[src/sv/lsmp_pkg.sv]
// lsmp_pkg: shared constants, step codes and handshake types of the lens move planner
package lsmp_pkg;

  localparam int DIV_W = 20;
  localparam int CNT_W = $clog2(DIV_W);
  localparam int UOP_W = 6;
  localparam int IN_DW = 40;
  localparam int OUT_DW = 40;

  localparam int K_ZOOM = 140625;
  localparam int K_FOCUS = 281250;
  localparam int K_PSUM = 11250;
  localparam logic [15:0] RATE_MIN = 16'd100;
  localparam logic [15:0] RATE_MAX = 16'd3000;

  localparam logic [5:0] ADDR_ZCTL = 6'h24;
  localparam logic [5:0] ADDR_ZSPD = 6'h25;
  localparam logic [5:0] ADDR_FCTL = 6'h29;
  localparam logic [5:0] ADDR_FSPD = 6'h2a;
  localparam logic [15:0] CTL_RESET = 16'h1800;
  localparam logic [15:0] HI_MASK = 16'hff00;
  localparam logic [15:0] EN_BIT = 16'h0400;
  localparam logic [15:0] MODE_MASK = 16'h0b00;

  localparam logic [1:0] ACT_SPEED = 2'd0;
  localparam logic [1:0] ACT_MODE = 2'd1;
  localparam logic [1:0] ACT_MOVE = 2'd2;
  localparam logic [1:0] ACT_SYNC = 2'd3;

  // sequencer steps: idle, decode, divisions, then result transactions
  localparam logic [UOP_W-1:0] U_IDLE = 6'd0;
  localparam logic [UOP_W-1:0] U_DEC  = 6'd1;
  localparam logic [UOP_W-1:0] U_IV0  = 6'd2;
  localparam logic [UOP_W-1:0] U_PS0  = 6'd3;
  localparam logic [UOP_W-1:0] U_IV1  = 6'd4;
  localparam logic [UOP_W-1:0] U_PSM  = 6'd5;
  localparam logic [UOP_W-1:0] U_MV   = 6'd6;
  localparam logic [UOP_W-1:0] U_ZPS  = 6'd7;
  localparam logic [UOP_W-1:0] U_FPS  = 6'd8;
  localparam logic [UOP_W-1:0] U_ZV   = 6'd9;
  localparam logic [UOP_W-1:0] U_FV   = 6'd10;
  localparam logic [UOP_W-1:0] U_FZ   = 6'd11;
  localparam logic [UOP_W-1:0] U_ZF   = 6'd12;
  localparam logic [UOP_W-1:0] U_SPD  = 6'd13;
  localparam logic [UOP_W-1:0] U_MODE = 6'd14;
  localparam logic [UOP_W-1:0] U_EN   = 6'd15;
  localparam logic [UOP_W-1:0] U_LPS  = 6'd16;
  localparam logic [UOP_W-1:0] U_BQA  = 6'd17;
  localparam logic [UOP_W-1:0] U_LRA  = 6'd18;
  localparam logic [UOP_W-1:0] U_B1   = 6'd19;
  localparam logic [UOP_W-1:0] U_L0   = 6'd20;
  localparam logic [UOP_W-1:0] U_DIS  = 6'd21;
  localparam logic [UOP_W-1:0] U_ZEN  = 6'd22;
  localparam logic [UOP_W-1:0] U_FEN  = 6'd23;
  localparam logic [UOP_W-1:0] U_ZLPS = 6'd24;
  localparam logic [UOP_W-1:0] U_FLQ  = 6'd25;
  localparam logic [UOP_W-1:0] U_FLPS = 6'd26;
  localparam logic [UOP_W-1:0] U_ZLQ  = 6'd27;
  localparam logic [UOP_W-1:0] U_BQB  = 6'd28;
  localparam logic [UOP_W-1:0] U_ZLR  = 6'd29;
  localparam logic [UOP_W-1:0] U_FLR  = 6'd30;
  localparam logic [UOP_W-1:0] U_ZL0  = 6'd31;
  localparam logic [UOP_W-1:0] U_FL0  = 6'd32;
  localparam logic [UOP_W-1:0] U_ZDIS = 6'd33;
  localparam logic [UOP_W-1:0] U_FDIS = 6'd34;

  typedef struct packed {
    logic             load;
    logic             div_start;
    logic             emit;
    logic [UOP_W-1:0] uop;
  } lsmp_cmd_t;

  typedef struct packed {
    logic       div_done;
    logic       out_free;
    logic [1:0] act;
    logic       mv_skip;
    logic       sync_skip;
    logic       qa_nz;
    logic       ra_nz;
    logic       zv_gt_fv;
    logic       both_zero;
    logic       rem_nz;
  } lsmp_sts_t;

  function automatic logic [15:0] set_low(input logic [15:0] r, input logic [7:0] low);
    set_low = (r & HI_MASK) | {8'h00, low};
  endfunction

endpackage

[src/sv/lens_stepper_move_planner.sv]
// lens_stepper_move_planner: top level of the zoom and focus lens move planner
//
//  channel  ports                          payload
//  in       in_tvalid/in_tready/in_tdata   tuser action, tdata motor..sensor_enable
//  out      out_tvalid/out_tready/out_tdata tuser kind, tlast last, tdata addr/data/count
//
// one command at a time; a serial divider sets the pace
// reset restores both control words to 0x1800 and clears both speeds
// a stalled output holds the sequencer before its next result, the input waits until idle
module lens_stepper_move_planner (
  input  logic                        clk,
  input  logic                        rst_n,
  input  logic                        in_tvalid,
  output logic                        in_tready,
  // motor[0], amount[16:1], focus_amount[32:17], reverse[33], brake[34],
  // sensor_enable[35], zero[39:36]
  input  logic [lsmp_pkg::IN_DW-1:0]   in_tdata,
  // action[1:0]
  input  logic [1:0]                  in_tuser,
  output logic                        out_tvalid,
  input  logic                        out_tready,
  // reg_address[5:0], reg_data[21:6], pulse_count[37:22], zero[39:38]
  output logic [lsmp_pkg::OUT_DW-1:0]  out_tdata,
  // kind[0]
  output logic                        out_tuser,
  output logic                        out_tlast
);
  import lsmp_pkg::*;

  lsmp_cmd_t cmd;
  lsmp_sts_t sts;

  lsmp_ctrl u_ctrl (
    .clk       (clk),
    .rst_n     (rst_n),
    .in_tvalid (in_tvalid),
    .in_tready (in_tready),
    .sts       (sts),
    .cmd       (cmd)
  );

  lsmp_dp u_dp (
    .clk        (clk),
    .rst_n      (rst_n),
    .in_tdata   (in_tdata),
    .in_tuser   (in_tuser),
    .cmd        (cmd),
    .sts        (sts),
    .out_tvalid (out_tvalid),
    .out_tready (out_tready),
    .out_tdata  (out_tdata),
    .out_tuser  (out_tuser),
    .out_tlast  (out_tlast)
  );

endmodule

[src/sv/lsmp_div.sv]
// lsmp_div: serial restoring divider, one quotient bit per cycle
module lsmp_div (
  input  logic                      clk,
  input  logic                      rst_n,
  input  logic                      start,
  input  logic [lsmp_pkg::DIV_W-1:0] dividend,
  input  logic [lsmp_pkg::DIV_W-1:0] divisor,
  output logic                      done,
  output logic [lsmp_pkg::DIV_W-1:0] quot,
  output logic [lsmp_pkg::DIV_W-1:0] rem
);
  import lsmp_pkg::*;

  logic             busy_r;
  logic             done_r;
  logic [CNT_W-1:0] cnt_r;
  logic [DIV_W-1:0] quo_r;
  logic [DIV_W-1:0] rem_r;
  logic [DIV_W-1:0] dvs_r;
  logic [DIV_W:0]   trial;
  logic [DIV_W:0]   diff;
  logic             ge;

  assign trial = {rem_r, quo_r[DIV_W-1]};
  assign diff  = trial - {1'b0, dvs_r};
  assign ge    = trial >= {1'b0, dvs_r};

  always_ff @(posedge clk) begin
    if (!rst_n) begin
      busy_r <= 1'b0;
      done_r <= 1'b0;
      cnt_r  <= '0;
    end else begin
      done_r <= 1'b0;
      if (start) begin
        busy_r <= 1'b1;
        cnt_r  <= '0;
        quo_r  <= dividend;
        rem_r  <= '0;
        dvs_r  <= divisor;
      end else if (busy_r) begin
        quo_r <= {quo_r[DIV_W-2:0], ge};
        rem_r <= ge ? diff[DIV_W-1:0] : trial[DIV_W-1:0];
        cnt_r <= cnt_r + 1'b1;
        if (cnt_r == CNT_W'(DIV_W - 1)) begin
          busy_r <= 1'b0;
          done_r <= 1'b1;
        end
      end
    end
  end

  assign done = done_r;
  assign quot = quo_r;
  assign rem  = rem_r;

endmodule

[src/sv/lsmp_dp.sv]
// lsmp_dp: datapath with command latch, motor state, divider operands and output register
module lsmp_dp (
  input  logic                       clk,
  input  logic                       rst_n,
  input  logic [lsmp_pkg::IN_DW-1:0]  in_tdata,
  input  logic [1:0]                 in_tuser,
  input  lsmp_pkg::lsmp_cmd_t        cmd,
  output lsmp_pkg::lsmp_sts_t        sts,
  output logic                       out_tvalid,
  input  logic                       out_tready,
  output logic [lsmp_pkg::OUT_DW-1:0] out_tdata,
  output logic                       out_tuser,
  output logic                       out_tlast
);
  import lsmp_pkg::*;

  localparam logic [1:0] CM_LOW  = 2'd0;
  localparam logic [1:0] CM_EN   = 2'd1;
  localparam logic [1:0] CM_DIS  = 2'd2;
  localparam logic [1:0] CM_MODE = 2'd3;

  logic [1:0]       act_r;
  logic             mot_r;
  logic [15:0]      amt_r;
  logic [15:0]      famt_r;
  logic             rev_r;
  logic             brk_r;
  logic             sen_r;
  logic [15:0]      zctl_r;
  logic [15:0]      fctl_r;
  logic [11:0]      zivl_r;
  logic [11:0]      fivl_r;
  logic [DIV_W-1:0] tq_r;
  logic [DIV_W-1:0] qa_r;
  logic [DIV_W-1:0] qb_r;
  logic [7:0]       pa_r;
  logic [7:0]       pb_r;
  logic [7:0]       ra_r;
  logic [7:0]       rb_r;
  logic             out_valid_r;
  logic [OUT_DW-1:0] out_data_r;
  logic             out_kind_r;
  logic             out_last_r;

  logic [15:0]      rate_c;
  logic [11:0]      ivl_m;
  logic [DIV_W-1:0] zmic;
  logic [DIV_W-1:0] fmic;
  logic [DIV_W-1:0] mmic;
  logic [DIV_W-1:0] dvd;
  logic [DIV_W-1:0] dvs;
  logic             div_done;
  logic [DIV_W-1:0] quot;
  logic [DIV_W-1:0] rem;

  logic             e_burst;
  logic             e_spd;
  logic             e_tgt_f;
  logic [1:0]       e_mode;
  logic [7:0]       e_low;
  logic [15:0]      e_cnt;
  logic             e_last;
  logic [15:0]      ctl_cur;
  logic [15:0]      ctl_new;
  logic [5:0]       o_addr;
  logic [15:0]      o_data;
  logic [15:0]      o_cnt;

  assign rate_c = (amt_r < RATE_MIN) ? RATE_MIN : ((amt_r > RATE_MAX) ? RATE_MAX : amt_r);
  assign ivl_m  = mot_r ? fivl_r : zivl_r;
  assign zmic   = {1'b0, amt_r, 3'b000};
  assign fmic   = {2'b00, famt_r, 2'b00};
  assign mmic   = mot_r ? {2'b00, amt_r, 2'b00} : zmic;

  always_comb begin
    dvd = DIV_W'(K_PSUM);
    dvs = '0;
    unique case (cmd.uop)
      U_IV0: begin
        dvd = mot_r ? DIV_W'(K_FOCUS) : DIV_W'(K_ZOOM);
        dvs = DIV_W'(rate_c);
      end
      U_PS0: dvs = tq_r;
      U_IV1: dvs = DIV_W'(tq_r[7:0]);
      U_PSM: dvs = DIV_W'(ivl_m);
      U_MV: begin
        dvd = mmic;
        dvs = DIV_W'(pa_r);
      end
      U_ZPS: dvs = DIV_W'(zivl_r);
      U_FPS: dvs = DIV_W'(fivl_r);
      U_ZV: begin
        dvd = zmic;
        dvs = DIV_W'(pa_r);
      end
      U_FV: begin
        dvd = fmic;
        dvs = DIV_W'(pb_r);
      end
      U_FZ: begin
        dvd = fmic;
        dvs = qa_r;
      end
      U_ZF: begin
        dvd = zmic;
        dvs = qb_r;
      end
      default: dvs = '0;
    endcase
  end

  lsmp_div u_div (
    .clk      (clk),
    .rst_n    (rst_n),
    .start    (cmd.div_start),
    .dividend (dvd),
    .divisor  (dvs),
    .done     (div_done),
    .quot     (quot),
    .rem      (rem)
  );

  always_comb begin
    e_burst = 1'b0;
    e_spd   = 1'b0;
    e_tgt_f = mot_r;
    e_mode  = CM_LOW;
    e_low   = 8'h00;
    e_cnt   = 16'd0;
    e_last  = 1'b0;
    unique case (cmd.uop)
      U_SPD: begin
        e_spd  = 1'b1;
        e_last = 1'b1;
      end
      U_MODE: begin
        e_mode = CM_MODE;
        e_last = 1'b1;
      end
      U_EN:  e_mode = CM_EN;
      U_LPS: e_low = pa_r;
      U_LRA: e_low = ra_r;
      U_L0:  e_low = 8'h00;
      U_DIS: begin
        e_mode = CM_DIS;
        e_last = 1'b1;
      end
      U_BQA: begin
        e_burst = 1'b1;
        e_cnt   = qa_r[15:0];
      end
      U_BQB: begin
        e_burst = 1'b1;
        e_cnt   = qb_r[15:0];
      end
      U_B1: begin
        e_burst = 1'b1;
        e_cnt   = 16'd1;
      end
      U_ZEN: begin
        e_tgt_f = 1'b0;
        e_mode  = CM_EN;
      end
      U_FEN: begin
        e_tgt_f = 1'b1;
        e_mode  = CM_EN;
      end
      U_ZLPS: begin
        e_tgt_f = 1'b0;
        e_low   = pa_r;
      end
      U_FLQ: begin
        e_tgt_f = 1'b1;
        e_low   = tq_r[7:0];
      end
      U_FLPS: begin
        e_tgt_f = 1'b1;
        e_low   = pb_r;
      end
      U_ZLQ: begin
        e_tgt_f = 1'b0;
        e_low   = tq_r[7:0];
      end
      U_ZLR: begin
        e_tgt_f = 1'b0;
        e_low   = ra_r;
      end
      U_FLR: begin
        e_tgt_f = 1'b1;
        e_low   = rb_r;
      end
      U_ZL0: e_tgt_f = 1'b0;
      U_FL0: e_tgt_f = 1'b1;
      U_ZDIS: begin
        e_tgt_f = 1'b0;
        e_mode  = CM_DIS;
      end
      U_FDIS: begin
        e_tgt_f = 1'b1;
        e_mode  = CM_DIS;
        e_last  = 1'b1;
      end
      default: e_mode = CM_LOW;
    endcase
  end

  assign ctl_cur = e_tgt_f ? fctl_r : zctl_r;

  always_comb begin
    unique case (e_mode)
      CM_EN:   ctl_new = ctl_cur | EN_BIT;
      CM_DIS:  ctl_new = ctl_cur & ~EN_BIT;
      CM_MODE: ctl_new = (ctl_cur & ~MODE_MASK) |
                         {4'b0000, sen_r, 1'b0, brk_r, rev_r, 8'h00};
      default: ctl_new = set_low(ctl_cur, e_low);
    endcase
  end

  always_comb begin
    o_addr = e_tgt_f ? ADDR_FCTL : ADDR_ZCTL;
    o_data = ctl_new;
    o_cnt  = 16'd0;
    if (e_spd) begin
      o_addr = mot_r ? ADDR_FSPD : ADDR_ZSPD;
      o_data = {4'b0000, ivl_m};
    end else if (e_burst) begin
      o_addr = 6'd0;
      o_data = 16'd0;
      o_cnt  = e_cnt;
    end
  end

  always_ff @(posedge clk) begin
    if (!rst_n) begin
      zctl_r      <= CTL_RESET;
      fctl_r      <= CTL_RESET;
      zivl_r      <= '0;
      fivl_r      <= '0;
      out_valid_r <= 1'b0;
    end else begin
      if (cmd.load) begin
        act_r  <= in_tuser;
        mot_r  <= in_tdata[0];
        amt_r  <= in_tdata[16:1];
        famt_r <= in_tdata[32:17];
        rev_r  <= in_tdata[33];
        brk_r  <= in_tdata[34];
        sen_r  <= in_tdata[35];
      end
      if (div_done) begin
        unique case (cmd.uop)
          U_IV0, U_PS0: tq_r <= quot;
          U_IV1: begin
            if (mot_r) fivl_r <= quot[11:0];
            else zivl_r <= quot[11:0];
          end
          U_PSM, U_ZPS: pa_r <= quot[7:0];
          U_FPS: pb_r <= quot[7:0];
          U_MV, U_ZV: begin
            qa_r <= quot;
            ra_r <= rem[7:0];
          end
          U_FV: begin
            qb_r <= quot;
            rb_r <= rem[7:0];
          end
          U_FZ: begin
            tq_r <= quot;
            rb_r <= rem[7:0];
          end
          U_ZF: begin
            tq_r <= quot;
            ra_r <= rem[7:0];
          end
          default: tq_r <= tq_r;
        endcase
      end
      if (cmd.emit) begin
        out_valid_r <= 1'b1;
        out_data_r  <= {2'b00, o_cnt, o_data, o_addr};
        out_kind_r  <= e_burst;
        out_last_r  <= e_last;
        if (!e_burst && !e_spd) begin
          if (e_tgt_f) fctl_r <= ctl_new;
          else zctl_r <= ctl_new;
        end
      end else if (out_tready) begin
        out_valid_r <= 1'b0;
      end
    end
  end

  assign sts.div_done  = div_done;
  assign sts.out_free  = !out_valid_r || out_tready;
  assign sts.act       = act_r;
  assign sts.mv_skip   = (amt_r == 16'd0) || (ivl_m == 12'd0);
  assign sts.sync_skip = (zivl_r == 12'd0) || (fivl_r == 12'd0) ||
                         ((amt_r == 16'd0) && (famt_r == 16'd0));
  assign sts.qa_nz     = qa_r != '0;
  assign sts.ra_nz     = ra_r != 8'h00;
  assign sts.zv_gt_fv  = qa_r > qb_r;
  assign sts.both_zero = (qa_r == '0) && (qb_r == '0);
  assign sts.rem_nz    = (ra_r != 8'h00) || (rb_r != 8'h00);

  assign out_tvalid = out_valid_r;
  assign out_tdata  = out_data_r;
  assign out_tuser  = out_kind_r;
  assign out_tlast  = out_last_r;

endmodule

[src/sv/lsmp_ctrl.sv]
// lsmp_ctrl: step sequencer that orders divisions and result transactions per command
module lsmp_ctrl (
  input  logic                clk,
  input  logic                rst_n,
  input  logic                in_tvalid,
  output logic                in_tready,
  input  lsmp_pkg::lsmp_sts_t sts,
  output lsmp_pkg::lsmp_cmd_t cmd
);
  import lsmp_pkg::*;

  logic [UOP_W-1:0] state_r;
  logic [UOP_W-1:0] state_nxt;
  logic [UOP_W-1:0] follow;
  logic             started_r;
  logic             started_nxt;
  logic             is_div;
  logic             sync;

  assign is_div = (state_r >= U_IV0) && (state_r <= U_ZF);
  assign sync   = sts.act == ACT_SYNC;

  always_comb begin
    unique case (state_r)
      U_IDLE: follow = U_DEC;
      U_DEC: begin
        unique case (sts.act)
          ACT_SPEED: follow = U_IV0;
          ACT_MODE:  follow = U_MODE;
          ACT_MOVE:  follow = sts.mv_skip ? U_IDLE : U_PSM;
          default:   follow = sts.sync_skip ? U_IDLE : U_ZPS;
        endcase
      end
      U_IV0: follow = U_PS0;
      U_PS0: follow = U_IV1;
      U_IV1: follow = U_SPD;
      U_PSM: follow = U_MV;
      U_MV:  follow = U_EN;
      U_EN:  follow = sts.qa_nz ? U_LPS : (sts.ra_nz ? U_LRA : U_L0);
      U_LPS: follow = U_BQA;
      U_BQA: begin
        if (sync) follow = sts.rem_nz ? U_ZLR : U_ZL0;
        else follow = sts.ra_nz ? U_LRA : U_L0;
      end
      U_LRA: follow = U_B1;
      U_B1:  follow = sync ? U_ZL0 : U_L0;
      U_L0:  follow = U_DIS;
      U_ZPS: follow = U_FPS;
      U_FPS: follow = U_ZV;
      U_ZV:  follow = U_FV;
      U_FV:  follow = U_ZEN;
      U_ZEN: follow = U_FEN;
      U_FEN: begin
        if (sts.both_zero) follow = sts.rem_nz ? U_ZLR : U_ZL0;
        else follow = sts.zv_gt_fv ? U_ZLPS : U_FLPS;
      end
      U_ZLPS: follow = U_FZ;
      U_FZ:   follow = U_FLQ;
      U_FLQ:  follow = U_BQA;
      U_FLPS: follow = U_ZF;
      U_ZF:   follow = U_ZLQ;
      U_ZLQ:  follow = U_BQB;
      U_BQB:  follow = sts.rem_nz ? U_ZLR : U_ZL0;
      U_ZLR:  follow = U_FLR;
      U_FLR:  follow = U_B1;
      U_ZL0:  follow = U_FL0;
      U_FL0:  follow = U_ZDIS;
      U_ZDIS: follow = U_FDIS;
      default: follow = U_IDLE;
    endcase
  end

  always_comb begin
    state_nxt     = state_r;
    started_nxt   = started_r;
    cmd.load      = 1'b0;
    cmd.div_start = 1'b0;
    cmd.emit      = 1'b0;
    cmd.uop       = state_r;
    if (state_r == U_IDLE) begin
      if (in_tvalid) begin
        cmd.load  = 1'b1;
        state_nxt = follow;
      end
    end else if (state_r == U_DEC) begin
      state_nxt = follow;
    end else if (is_div) begin
      if (!started_r) begin
        cmd.div_start = 1'b1;
        started_nxt   = 1'b1;
      end else if (sts.div_done) begin
        started_nxt = 1'b0;
        state_nxt   = follow;
      end
    end else if (sts.out_free) begin
      cmd.emit  = 1'b1;
      state_nxt = follow;
    end
  end

  always_ff @(posedge clk) begin
    if (!rst_n) begin
      state_r   <= U_IDLE;
      started_r <= 1'b0;
    end else begin
      state_r   <= state_nxt;
      started_r <= started_nxt;
    end
  end

  assign in_tready = state_r == U_IDLE;

  a_emit_free: assert property (@(posedge clk) disable iff (!rst_n)
    cmd.emit |-> sts.out_free) else $error("result issued into a full output register");
  a_div_gap: assert property (@(posedge clk) disable iff (!rst_n)
    cmd.div_start |=> !sts.div_done) else $error("divider finished one cycle after start");
  a_idle_quiet: assert property (@(posedge clk) disable iff (!rst_n)
    (state_r == U_IDLE) |-> (!cmd.emit && !cmd.div_start))
    else $error("work issued while idle");
  a_done_owned: assert property (@(posedge clk) disable iff (!rst_n)
    sts.div_done |-> (started_r && is_div)) else $error("stray divider completion");

endmodule

[config.mk]
export PLATFORM = sky130hd
export DESIGN_NAME = lens_stepper_move_planner
export DESIGN_NICKNAME = d
export VERILOG_FILES = /design/src/sv/lsmp_pkg.sv /design/src/sv/lens_stepper_move_planner.sv /design/src/sv/lsmp_div.sv /design/src/sv/lsmp_dp.sv /design/src/sv/lsmp_ctrl.sv
export SDC_FILE = /design/constraint.sdc
export NUM_CORES = 1
export LEC_CHECK = 0
export BUFFER_PORTS_ARGS = -buffer_cell sky130_fd_sc_hd__buf_4
export CAP_MARGIN = 20
export CORE_MARGIN = 4
export CORE_UTILIZATION = 40
export DETAILED_ROUTE_END_ITERATION = 8
export PLACE_DENSITY_LB_ADDON = 0.15
export SETUP_SLACK_MARGIN = 0.1
export SYNTH_ARGS = -nofsm -noshare
export SYNTH_HDL_FRONTEND = slang
export SYNTH_SLANG_ARGS = --single-unit
[constraint.sdc]
create_clock -name clk -period 6.97 [get_ports clk]
set_input_delay 1.394 -clock clk [delete_from_list [all_inputs] [get_ports clk]]
set_output_delay 1.394 -clock clk [all_outputs]
set_load 0.005 [all_outputs]
## After elaboration in Yosys (flattened, before gate mapping)

Cells that the tools add are included.

- Logic and storage cells: 218
- Output and inout port bits: 44
- Register bits: 301
- Input port bits: 46

- Reduce and logical (&&, ||, !) cells: 65
- Bitwise gates (word level): 9
- Magnitude comparators: 6
- $add $sub $neg: 2
- Muxes and demuxes: 60
- Eq/ne operators: 44

Operators by type and width:

| kind | count |
|---|---|
| 20-bit case mux with 10 select lines | 1 |
| 6-bit case mux with 29 select lines | 1 |
| 6-bit by 5-bit equality test with 1-bit output, second input constant | 16 |
| 16-bit case mux with 3 select lines | 2 |
| 20-bit 2-to-1 mux | 4 |
| 20-bit case mux with 4 select lines | 1 |
| 6-bit 2-to-1 mux | 12 |
| 6-bit by 4-bit equality test with 1-bit output, second input constant | 8 |
| 16-bit 2-to-1 mux | 3 |
| 20-bit zero test | 2 |
| 8-bit case mux with 5 select lines | 1 |
| 19-bit 2-to-1 mux | 2 |
| 12-bit zero test | 3 |
| 12-bit 2-to-1 mux | 3 |
| 3-bit AND reduction | 12 |
| 16-bit zero test | 2 |
| 6-bit by 3-bit equality test with 1-bit output, second input constant | 4 |
| 2-bit OR reduction | 12 |
| 21-bit by 20-bit >= comparator with 1-bit output | 1 |
| 20-bit > comparator | 1 |
| 20-bit nonzero test | 1 |
| 20-bit subtractor | 1 |
| 6-bit equality test, second input constant | 3 |
| 6-bit case mux with 3 select lines | 1 |
| other kinds (34) | 89 |

## Logic depth before layout (Yosys ltp)

Gate-level depths: netlist (run 1).

- Word-level depth: 11
- Depth in mapped cells: 12
- Mapped depth without buffers: 11

## Cells and area by module

Synthesis (run 1) repeated with hierarchy kept, for this count alone.

- Cell total of the unflattened synthesis: 1351
- Area, all modules: 15287.2 um2

By module, submodules not included:

| module | cells each | area each (um2) | times used | sequential area each (um2) |
|---|---|---|---|---|
| lsmp_dp | 868 | 10447.5 | 1 | 6216.0 |
| lsmp_div | 343 | 3821.2 | 1 | 1941.9 |
| lsmp_ctrl | 140 | 1018.5 | 1 | 140.1 |

## Worst setup path before layout (run 1)

OpenSTA, ideal clock, no wires.

- Path kind: input to register
- Start point: input rst_n
- End point: register u_dp.qa_r[0] (enable)
- Data required time: 6.522 ns
- Buffers on the path: 2
- Arrival: 4.019 ns
- Cell stages on the path: 4
- Path slack: 2.503 ns
- Setup time: 0.448 ns
- Cells stage by stage: clkbuf_1 clkbuf_1 nand2_1 nor4_1

- Word-level cells in the longest chain between the ends: 1

Ends and longest elaborated chain:

| element | line | source |
|---|---|---|
| start: declaration | lens_stepper_move_planner.sv:12 | `input logic rst_n,` |
| 3-bit AND reduction (no line) | - |  |
| end signal: assignment | lsmp_dp.sv:260 | `qa_r <= quot;` |
| end: declaration | lsmp_dp.sv:34 | `logic [DIV_W-1:0] qa_r;` |

No other way between the ends.
A chain may end at the register's enable or synchronous reset.

## Worst setup path after layout (run 1)

- Start point: register u_ctrl.state_r[1]
- End point: output in_tready

- Word-level cells in the longest chain between the ends: 1

Ends and longest elaborated chain:

| element | line | source |
|---|---|---|
| start: declaration | lsmp_ctrl.sv:12 | `logic [UOP_W-1:0] state_r;` |
| start signal: assignment | lsmp_ctrl.sv:106 | `state_r <= state_nxt;` |
| 6-bit zero test | lsmp_ctrl.sv:111 | `assign in_tready = state_r == U_IDLE;` |
| end: declaration | lens_stepper_move_planner.sv:14 | `output logic in_tready,` |

No other way between the ends.

==> flow_metrics.py, run 1 <==
metrics = {
    "clocking": {
        "numCtsBuffers": 35,
        "cts_num_sinks": 300,
        "clock_path_buffers": 3,
        "cts_tree": "built",
        "hold_buffers": 0,
        "cts_resized": 0,
        "clk_pin_slew_ns": 0.06,
        "post_cts_buffers": 0,
        "clk_latency_ns": 0.55,
        "root_buffer": "clkbuf_16",
        "htreeDepth": 2,
    },
    "min_path": {
        "worst_hold_path_type": "flip-flop to flip-flop",
        "hold_depth": 1,
    },
    "setup_path": {
        "crit_fanout": 24,
        "crit_type": "flip-flop to primary output",
        "reg2reg_depth": 9,
        "timing.critical_path.required_ns": 5.58,
        "worst_ep_arrival_time_ns": 2.20,
        "end_kind": "primary output",
        "cp-start-kind": "flip-flop",
    },
    "die": {
        "ioPinCount": 90,
        "coreArea_um2": 35700,
        "dieArea_um2": 39600,
        "fp.dieW_um": 199,
        "rows": 69,
        "die_height_um": 199,
        "start_util": 0.408,
    },
    "synthesis": {
        "synthDistinctLibCells": 83,
        "ys_seq_area_frac": 0.569,
        "synth_xor_area_frac": 0.0138,
        "syn_avg_cell_area_um2": 11.1,
        "yosys_register_bits": 300,
        "muxShareOfSynthArea": 0.0310,
        "synth-compound-area-share": 0.173,
        "synth_edf_count": 229,
        "ys.flop_type": "edfxtp_1",
        "yosysWarnings": 0,
        "synthSimpleGateAreaFrac": 0.136,
        "syn_inst": 1311,
        "synthAdderAreaFrac": 0.0365,
        "synthArstFlopShare": 0,
        "syn_area_um2": 14600,
        "synth_top_family_by_area": "compound AO/OA/AOI/OAI gates",
    },
    "place": {
        "placed_area_um2": 15600,
        "numPlacedInstances": 1808,
        "place.gp.congestion": 0.917,
        "port_buffers": 82,
        "dp_hpwl_um": 29400,
    },
    "detailed_routing": {
        "drc": 0,
        "routedWlPerCell_um": 22.5,
        "drt_iter0_markers": 1432,
        "postRouteAntennaNets": 0,
        "wirelength_um": 42200,
        "vias": 11179,
        "first_pass_iters": 8,
        "via_per_inst": 5.96,
    },
    "outcome": {
        "status": "finished clean",
    },
    "global_route": {
        "grt_max_degree": 46,
        "antenna_found_initial": 0,
        "grtUsageTotal": 0.209,
        "grt_pass1_vias": 10568,
        "grt_first_pass_wirelength_um": 63600,
        "grt-ovfl-total": 0,
    },
    "job": {
        "max_cap_violations": 0,
    },
    "cells_and_area": {
        "final_nets": 1476,
        "fin_cells": 1876,
        "antenna_cells": 0,
        "area_delta_synth_final_pct": 16.2,
        "postLayoutCellArea_um2": 17000,
        "layout-drive-gt1-share": 0.136,
    },
    "timing": {
        "slew_violations": 0,
        "grt_setup_unrepaired": "false",
        "fin_crit_sh": 0.515,
        "slew-limit-headroom": 0.282,
        "hold_viol": 0,
        "fin_crit_ns": 3.59,
        "setup_tns_ns": 0,
        "clock-skew-final_ns": 0.0228,
        "setup_viol": 0,
        "max_freq_mhz": 278,
        "tightest_slew_ns": 1.08,
    },
    "power_and_ir_drop": {
        "p_total_w": 0.00677,
        "power_density_nw_per_um2": 399,
        "leakage_nw": 6.25,
        "ir_drop_mv": 0.187,
    },
}
-- per-stage QoR --
stage / hold WS (ns) / setup slack [ns] / utilization
6_report: 0.442 / 3.38 / 0.474
2_1_floorplan: 0.410 / 2.50 / -
4_1_cts: 0.448 / 3.38 / 0.473
3_5_place_dp: 0.430 / 3.45 / 0.438
5_1_grt: 0.480 / 3.14 / 0.474
3_3_place_gp: 0.422 / 3.50 / 0.438
-- worst max-delay path, cell delays in order (launching register included) --
cell and delay, ns:
dfxtp_1 0.29, buf_4 0.21, or2_1 0.39, nor3_4 0.35, nand2_1 0.19, inv_1 0.11
buf_4 0.11
-- per-layer routing --
| metal | part of all wire | vias up | global-route usage |
|---|---|---|---|
| met5 | 0 | - | 0 |
| met4 | 0.032 | 0 | 0.0732 |
| met3 | 0.069 | 70 | 0.0344 |
| met2 | 0.46 | 477 | 0.329 |
| met1 | 0.44 | 5452 | 0.293 |
| li1 | - | 5180 | - |
-- flip-flops by register name, indices dropped and copies added, names as in the netlist, 2 cells and up --
signal,count
u_dp.out_tdata,37
u_dp.qa_r,20
u_dp.qb_r,20
u_dp.tq_r,20
u_dp.u_div.dvs_r,20
u_dp.u_div.quot,20
u_dp.u_div.rem,20
u_dp.amt_r,16
u_dp.famt_r,16
u_dp.fctl_r,16
u_dp.zctl_r,16
u_dp.fivl_r,12
u_dp.zivl_r,12
u_dp.pa_r,8
u_dp.pb_r,8
u_dp.ra_r,8
u_dp.rb_r,8
u_ctrl.state_r,6
u_dp.u_div.cnt_r,5
u_dp.act_r,2
-- final timing paths --
path | start | endpoint | slack, ns
worst max-delay path | u_ctrl.state_r[1]$_SDFFE_PN0P_ | in_tready | 3.38
worst min-delay path | u_dp.zctl_r[12]$_SDFFE_PN1P_ | u_dp.zctl_r[12]$_SDFFE_PN1P_ | 0.44
worst max register to register | u_dp.u_div.rem[5]$_SDFFCE_PP0P_ | u_dp.u_div.rem[13]$_SDFFCE_PP0P_ | 3.40
worst min register to register | u_dp.zctl_r[12]$_SDFFE_PN1P_ | u_dp.zctl_r[12]$_SDFFE_PN1P_ | 0.44
-- layout by cell type (no fill, tap or decap), types with 8 or more instances in the layout --
cell type,instances
a21o_1,11
dfxtp_1,71
mux2i_1,44
nand2b_1,12
edfxtp_1,229
nand4_1,16
o22ai_1,14
ha_1,41
o21ai_0,83
nor3_1,20
and2_1,9
a21boi_0,18
a211oi_1,16
a22oi_1,20
inv_1,66
clkbuf_16,36
a31oi_1,9
nor2b_1,27
a222oi_1,34
a21oi_1,74
a22o_1,19
nand3_1,44
xnor2_1,12
nor4_1,31
a221o_1,8
xor2_1,11
nand2_1,115
nor2_1,81
buf_4,104
-- cell families after synthesis --
group | after synthesis
simple gates | 400
other cells | 1
xor+xnor | 23
flops | 300
compound gates | 364
buf+inv | 136
mux | 45
fa+ha+maj | 42
-- area by class of cell --
class,count,area [um^2]
Fill cell,3300,18800
Sequential cell,300,8300
Clock buffer,46,988
Tap cell,461,577
Inverter,67,251
Timing Repair Buffer,107,820
Clock inverter,18,279
Multi-Input combinational cell,877,5740
-- cell usage after synthesis (all sizes together) (3+ instances only) --
master     n  area share
o21a       8      0.0041
nor4      35       0.016
nand4     16      0.0069
a22o      19       0.011
dfxtp     71       0.097
mux2i     44       0.030
nand2b    12      0.0051
or2        8      0.0036
xnor2     12      0.0072
or4        6      0.0031
nand2    115       0.030
or3        7      0.0030
a21boi    18      0.0093
and2      10      0.0043
and4       3      0.0020
nand3     45       0.016
nor2      82       0.022
ha        41       0.035
a222oi    34       0.023
inv       66       0.017
o211ai     6      0.0031
o2111ai    4      0.0024
and3       7      0.0030
o21ai     87       0.030
a22oi     20       0.010
xor2      11      0.0066
o22ai     14      0.0060
nor2b     27       0.012
a221oi     6      0.0040
a211oi    16      0.0082
a31oi      9      0.0039
buf       29       0.013
clkbuf    40       0.010
a21o      11      0.0057
a21oi     75       0.026
nor3      24      0.0093
a221o      8      0.0055
a41o       3      0.0021
edfxtp   229        0.47
o311ai     4      0.0024
-- power breakdown --
group,switching [W],internal [W],total [W]
Clock,0.000757,0.00123,0.00199
Combinational,0.00139,0.000787,0.00218
Sequential,0.000234,0.00237,0.00260
(Power assumes the default switching activity.)
==> inputs of run 2 (changes only) <==
- clock period: 6.97 -> 3.1 ns (I/O delays scaled with it)
==> flow_metrics.py, run 2 (synthesis results as in run 1) <==
metrics = {
    "timing": {
        "setup_tns_ns": 0,
        "clock-skew-final_ns": 0.0216,
        "max_freq_mhz": 356,
        "fin_crit_sh": 0.907,
        "slew_violations": 0,
        "whs_ns": 0.263,
        "slew-limit-headroom": 0.254,
        "fin_crit_ns": 2.81,
        "hold_viol": 0,
        "tightest_slew_ns": 1.11,
        "setup_viol": 0,
        "grt_setup_unrepaired": "true",
    },
    "die": {
        "ioPinCount": 90,
        "start_util": 0.408,
        "die_height_um": 199,
        "rows": 69,
        "dieArea_um2": 39600,
        "fp.dieW_um": 199,
        "coreArea_um2": 35700,
    },
    "setup_path": {
        "crit-reg2reg-launch": "u_dp.u_div.rem[2]$_SDFFCE_PP0P_",
        "rrSetupSlack_ns": 0.29,
        "crit_chain": "ha_1, nand2_1, o21bai_1, a31oi_1, o211a_1, o21ai_0, and3_2, nor2_1, buf_4, mux2_2",
        "cp-start-kind": "flip-flop",
        "crit_path_end": "u_dp.u_div.quot[0]$_DFFE_PP_",
        "cp-startpoint": "u_dp.u_div.rem[2]$_SDFFCE_PP0P_",
        "crit_cells": 10,
        "path_buf_inv": 1,
        "critPathSlowestCell": "edfxtp_1",
        "timing.critical_path.required_ns": 3.37,
        "worst_ep_arrival_time_ns": 3.08,
        "end_kind": "flip-flop",
        "reg2reg_to": "u_dp.u_div.quot[0]$_DFFE_PP_",
        "crit_type": "flip-flop to flip-flop",
        "max_stage_delay_ns": 0.43,
        "crit_fanout": 6,
        "reg2reg_depth": 10,
        "crit_family": "compound AO/OA/AOI/OAI gates",
    },
    "detailed_routing": {
        "postRouteAntennaNets": 0,
        "routedWlPerCell_um": 22.2,
        "drc": 0,
        "drt_iter0_markers": 1229,
        "wirelength_um": 42800,
        "via_per_inst": 5.85,
        "first_pass_iters": 6,
        "vias": 11289,
    },
    "global_route": {
        "antenna_found_initial": 0,
        "grt_first_pass_wirelength_um": 65500,
        "grt-ovfl-total": 0,
        "grtUsageTotal": 0.214,
        "grt_max_degree": 41,
        "grt_pass1_vias": 11131,
    },
    "place": {
        "place.gp.congestion": 0.893,
        "port_buffers": 82,
        "placed_area_um2": 16100,
        "dp_hpwl_um": 31000,
    },
    "cells_and_area": {
        "finish.utilization": 0.487,
        "largest_reg_flops": 37,
        "antenna_cells": 0,
        "final_nets": 1529,
        "postLayoutCellArea_um2": 17400,
        "area_delta_synth_final_pct": 19.3,
        "fillers": 3311,
        "layout-drive-gt1-share": 0.172,
        "layout_common_cells": "edfxtp_1 (229), buf_4 (153), nand2_1 (115)",
        "mostFrequentLayoutCell": "edfxtp_1",
    },
    "min_path": {
        "worst_hold_path_type": "primary input to flip-flop",
    },
    "clocking": {
        "clk_pin_slew_ns": 0.06,
        "cts_tree": "built",
        "clk_latency_ns": 0.53,
        "hold_buffers": 0,
        "htreeDepth": 2,
        "root_buffer": "clkbuf_16",
        "clock_path_buffers": 3,
        "cts_num_sinks": 300,
        "numCtsBuffers": 36,
    },
    "job": {
        "max_cap_violations": 0,
    },
    "power_and_ir_drop": {
        "leakage_nw": 6.49,
        "ir_drop_mv": 0.365,
        "power_density_nw_per_um2": 889,
        "p_total_w": 0.0155,
    },
    "outcome": {
        "status": "finished clean",
    },
}
run 2: worst register-to-register path, stage by stage, from the launching register on:
cell      delay [ns]
edfxtp_1        0.43
ha_1            0.38
nand2_1         0.12
o21bai_1        0.15
a31oi_1         0.14
o211a_1         0.26
o21ai_0         0.27
and3_2          0.32
nor2_1          0.08
buf_4           0.16
mux2_2          0.26
run 2: cell type report:
type,instances,area (um^2),area share
flip-flops and latches,300,8300,0.477
multi-input cells,877,5790,0.333
repair buffers,159,1250,0.0720
clock buffers,48,1020,0.0585
well taps,461,577,0.0331
inverters,67,251,0.0145
clock inverters,18,214,0.0123
run 2: timing repair:
item | 4_1_cts | 5_1_grt
resized for setup | 0 | 9
setup buffers | 0 | 1
endpoints found under the setup margin | 0 | 28
run 2: worst min path at each step:
stage / from / cells past startpoint / to / slack [ns]
6_report: in_tdata[14] / 1 / u_dp.amt_r[13]$_DFFE_PP_ / 0.26
5_1_grt: in_tdata[31] / 1 / u_dp.famt_r[14]$_DFFE_PP_ / 0.25
4_1_cts: in_tdata[15] / 1 / u_dp.amt_r[14]$_DFFE_PP_ / 0.25
3_5_place_dp: u_dp.fctl_r[12]$_SDFFE_PN1P_ / 1 / u_dp.fctl_r[12]$_SDFFE_PN1P_ / 0.43
3_3_place_gp: u_dp.fctl_r[12]$_SDFFE_PN1P_ / 1 / u_dp.fctl_r[12]$_SDFFE_PN1P_ / 0.42
2_1_floorplan: u_dp.fctl_r[12]$_SDFFE_PN1P_ / 1 / u_dp.fctl_r[12]$_SDFFE_PN1P_ / 0.41
run 2: through the flow:
stage / instances / setup WS [ns]
finish: 1930 / 0.288
detailed placement: 1862 / 0.181
global placement: 1862 / 0.247
CTS: 1928 / 0.171
floorplan: 1313 / 0.230
global route: 1930 / 0.0855
run 2: where the power goes:
part           internal [W]  switching (W)  leakage, nW
sequential          0.00532       0.000534         2.67
clock               0.00266        0.00168        0.588
combinational       0.00208        0.00320         3.24
total                0.0101        0.00541         6.49
run 2: routing by layer:
layer | GRT usage | share of wire | wire length, um | up-vias
met4 | 0.0811 | 0.040 | 1700 | 0
li1 | - | - | - | 5289
met5 | 0 | 0 | 0 | -
met3 | 0.0362 | 0.065 | 2780 | 91
met1 | 0.298 | 0.44 | 19000 | 5450
met2 | 0.337 | 0.45 | 19300 | 459
==> inputs of run 3 (changes only) <==
- SYNTH_HIERARCHICAL: default -> 1
==> flow_metrics.py, run 3 <==
metrics = {
    "clocking": {
        "clk_pin_slew_ns": 0.06,
        "hold_buffers": 0,
        "clk_latency_ns": 0.54,
        "htreeDepth": 2,
        "clock_path_buffers": 3,
        "cts_num_sinks": 300,
        "root_buffer": "clkbuf_16",
        "numCtsBuffers": 35,
        "cts_tree": "built",
    },
    "setup_path": {
        "end_kind": "flip-flop",
        "crit_fanout": 3,
        "cp-start-kind": "flip-flop",
        "critPathSlowestCell": "edfxtp_1",
        "timing.critical_path.required_ns": 3.51,
        "crit_chain": "inv_1, ha_1, nand4_1, nor4_2, o21ai_0, o211ai_1, a2bb2oi_1, buf_4, or4b_1, nand4_1, nor4_2, o22ai_1",
        "worst_ep_arrival_time_ns": 3.27,
        "crit_type": "flip-flop to flip-flop",
        "max_stage_delay_ns": 0.39,
    },
    "timing": {
        "clock-skew-final_ns": 0.0196,
        "fin_crit_ns": 2.86,
        "max_freq_mhz": 349,
        "fin_crit_sh": 0.923,
        "worst_slack_ns": 0.238,
        "whs_ns": 0.255,
        "hold_viol": 0,
        "grt_setup_unrepaired": "true",
        "tightest_slew_ns": 0.791,
        "setup_tns_ns": 0,
        "setup_viol": 0,
        "slew-limit-headroom": 0.468,
        "slew_violations": 0,
    },
    "place": {
        "place.gp.congestion": 0.883,
        "place_ws_ns": 0.159,
        "dp_hpwl_um": 33000,
        "port_buffers": 82,
    },
    "power_and_ir_drop": {
        "sw_frac_of_total": 0.350,
        "p_total_w": 0.0158,
        "pwr-share-clk": 0.263,
        "ir_drop_mv": 0.554,
        "pwr-share-seq": 0.377,
        "leakage_nw": 6.78,
        "p_int_w": 0.0103,
        "pwr-share-comb": 0.359,
        "power_density_nw_per_um2": 864,
        "p_switching_w": 0.00553,
    },
    "synthesis": {
        "synth_edf_count": 229,
        "syn_area_um2": 15300,
        "syn_inst": 1351,
        "yosysTopAreaCellShare": 0.450,
        "syn_avg_cell_area_um2": 11.3,
        "muxShareOfSynthArea": 0.0624,
        "netlist_top_cells_count": "edfxtp_1 (229), nand2_1 (94), nor2_1 (78), inv_1 (73), dfxtp_1 (71)",
        "synthSimpleGateAreaFrac": 0.149,
        "synth.most_common_cell": "edfxtp_1",
        "synth_top_area_cell": "edfxtp_1",
        "synthAdderAreaFrac": 0.0349,
        "synth_top_family_by_area": "compound AO/OA/AOI/OAI gates",
        "synthArstFlopShare": 0,
        "synth_xor_area_frac": 0.0120,
        "synthDistinctLibCells": 89,
        "synthTopCellsByArea": "edfxtp_1 (45%), dfxtp_1 (9.3%), mux2i_1 (4.5%)",
        "ys.flop_type": "edfxtp_1",
        "yosysWarnings": 6,
        "yosys_register_bits": 300,
        "ys_seq_area_frac": 0.543,
        "synth-compound-area-share": 0.160,
    },
    "min_path": {
        "worst_hold_path_type": "primary input to flip-flop",
    },
    "die": {
        "start_util": 0.406,
        "dieArea_um2": 41400,
        "rows": 71,
        "die_height_um": 203,
        "coreArea_um2": 37700,
        "ioPinCount": 90,
        "fp.dieW_um": 203,
    },
    "cells_and_area": {
        "largest_reg_flops": 37,
        "fillers": 3487,
        "layout-drive-gt1-share": 0.190,
        "antenna_cells": 0,
        "area_delta_synth_final_pct": 19.6,
        "final_nets": 1586,
        "mostFrequentLayoutCell": "edfxtp_1",
        "layout_common_cells": "edfxtp_1 (229), buf_4 (167), nand2_1 (94)",
    },
    "detailed_routing": {
        "drt_iter0_markers": 1093,
        "routedWlPerCell_um": 22.0,
        "drc": 0,
        "vias": 11687,
        "postRouteAntennaNets": 0,
        "wirelength_um": 44700,
        "via_per_inst": 5.74,
        "first_pass_iters": 7,
    },
    "outcome": {
        "status": "finished clean",
    },
    "global_route": {
        "grt_first_pass_wirelength_um": 69300,
        "antenna_found_initial": 1,
        "grtUsageTotal": 0.215,
        "grt_pass1_vias": 11588,
        "grt-ovfl-total": 0,
        "grt_max_degree": 41,
    },
    "job": {
        "max_cap_violations": 0,
    },
}
[run 3: changes by cell type after synthesis, sizes merged, moves of 14 or more]
cell | before | now
nand3 | 45 | 22
nand2 | 115 | 94
o2bb2ai | 2 | 16
mux2 | 1 | 21
o21ai | 87 | 47
mux2i | 44 | 70
nand2b | 12 | 29
a22oi | 20 | 41
a21oi | 75 | 49
nor2b | 27 | 49
[run 3: critical path, delay by kind of cell (launching register included)]
kind / cells / cell delay [ns]
fa+ha+maj: 1 / 0.31
compound gates: 4 / 0.65
flops: 1 / 0.39
buf+inv: 2 / 0.27
simple gates: 5 / 1.11
[run 3: repair_timing]
action                                  4_1_cts  5_1_grt
buffers inserted                              0        1
endpoints found under the setup margin        0       21
resized for setup                             0        5
[run 3: layout make-up]
type | instances | area [um^2] | area share
Sequential cell | 300 | 8300 | 0.454
Clock inverter | 9 | 92.6 | 0.00507
Timing Repair Buffer | 174 | 1380 | 0.0756
Inverter | 74 | 278 | 0.0152
Clock buffer | 55 | 1090 | 0.0599
Multi-Input combinational cell | 913 | 6490 | 0.355
Tap cell | 511 | 639 | 0.0350
[run 3: worst paths after layout]
| kind | start | end | slack, ns | cells after the start |
|---|---|---|---|---|
| hold reg to reg | u_dp/fctl_r[12]$_SDFFE_PN1P_ | u_dp/fctl_r[12]$_SDFFE_PN1P_ | 0.44 | 1 |
| hold / removal | in_tdata[9] | u_dp/amt_r[8]$_DFFE_PP_ | 0.25 | 1 |
| setup reg to reg | u_dp/qb_r[18]$_DFFE_PP_ | u_ctrl/state_r[1]$_SDFFE_PN0P_ | 0.24 | 12 |
| setup / recovery | u_dp/qb_r[18]$_DFFE_PP_ | u_ctrl/state_r[1]$_SDFFE_PN0P_ | 0.24 | 12 |
[run 3: cells by family (layout without fill, tap and decap cells)]
family / count (synthesis) / count (layout)
simple gates: 426 / 426
compound gates: 329 / 329
flops: 300 / 300
buf+inv: 141 / 312
mux: 91 / 91
fa+ha+maj: 42 / 42
xor+xnor: 21 / 21
other cells: 1 / 4
[run 3: power by group through the flow]
stage	Clock, W	Combinational (W)	Sequential, W
2_1_floorplan	0	0.00399	0.00573
3_3_place_gp	0	0.00554	0.00602
3_5_place_dp	0	0.00559	0.00603
4_1_cts	0.00427	0.00561	0.00595
5_1_grt	0.00444	0.00628	0.00602
6_report	0.00416	0.00567	0.00596
[run 3: per-stage QoR]
stage / std cells / area, um^2 / utilization
final: 2036 / 18300 / 0.485
after global routing: 2036 / 18300 / 0.485
after CTS: 2034 / 18200 / 0.484
after detailed placement: 1970 / 17000 / 0.453
after global placement: 1970 / 17000 / 0.453
after floorplan: 1354 / 15300 / -
[run 3: layer usage]
metal  track usage  vias up  share of wire  wire length (um)
met5             0        -        0.00029                13
met4        0.0696        2          0.029              1320
met3        0.0472       89          0.075              3350
met2         0.342      441           0.46             20700
met1         0.294     5659           0.43             19400
li1              -     5496              -                 -
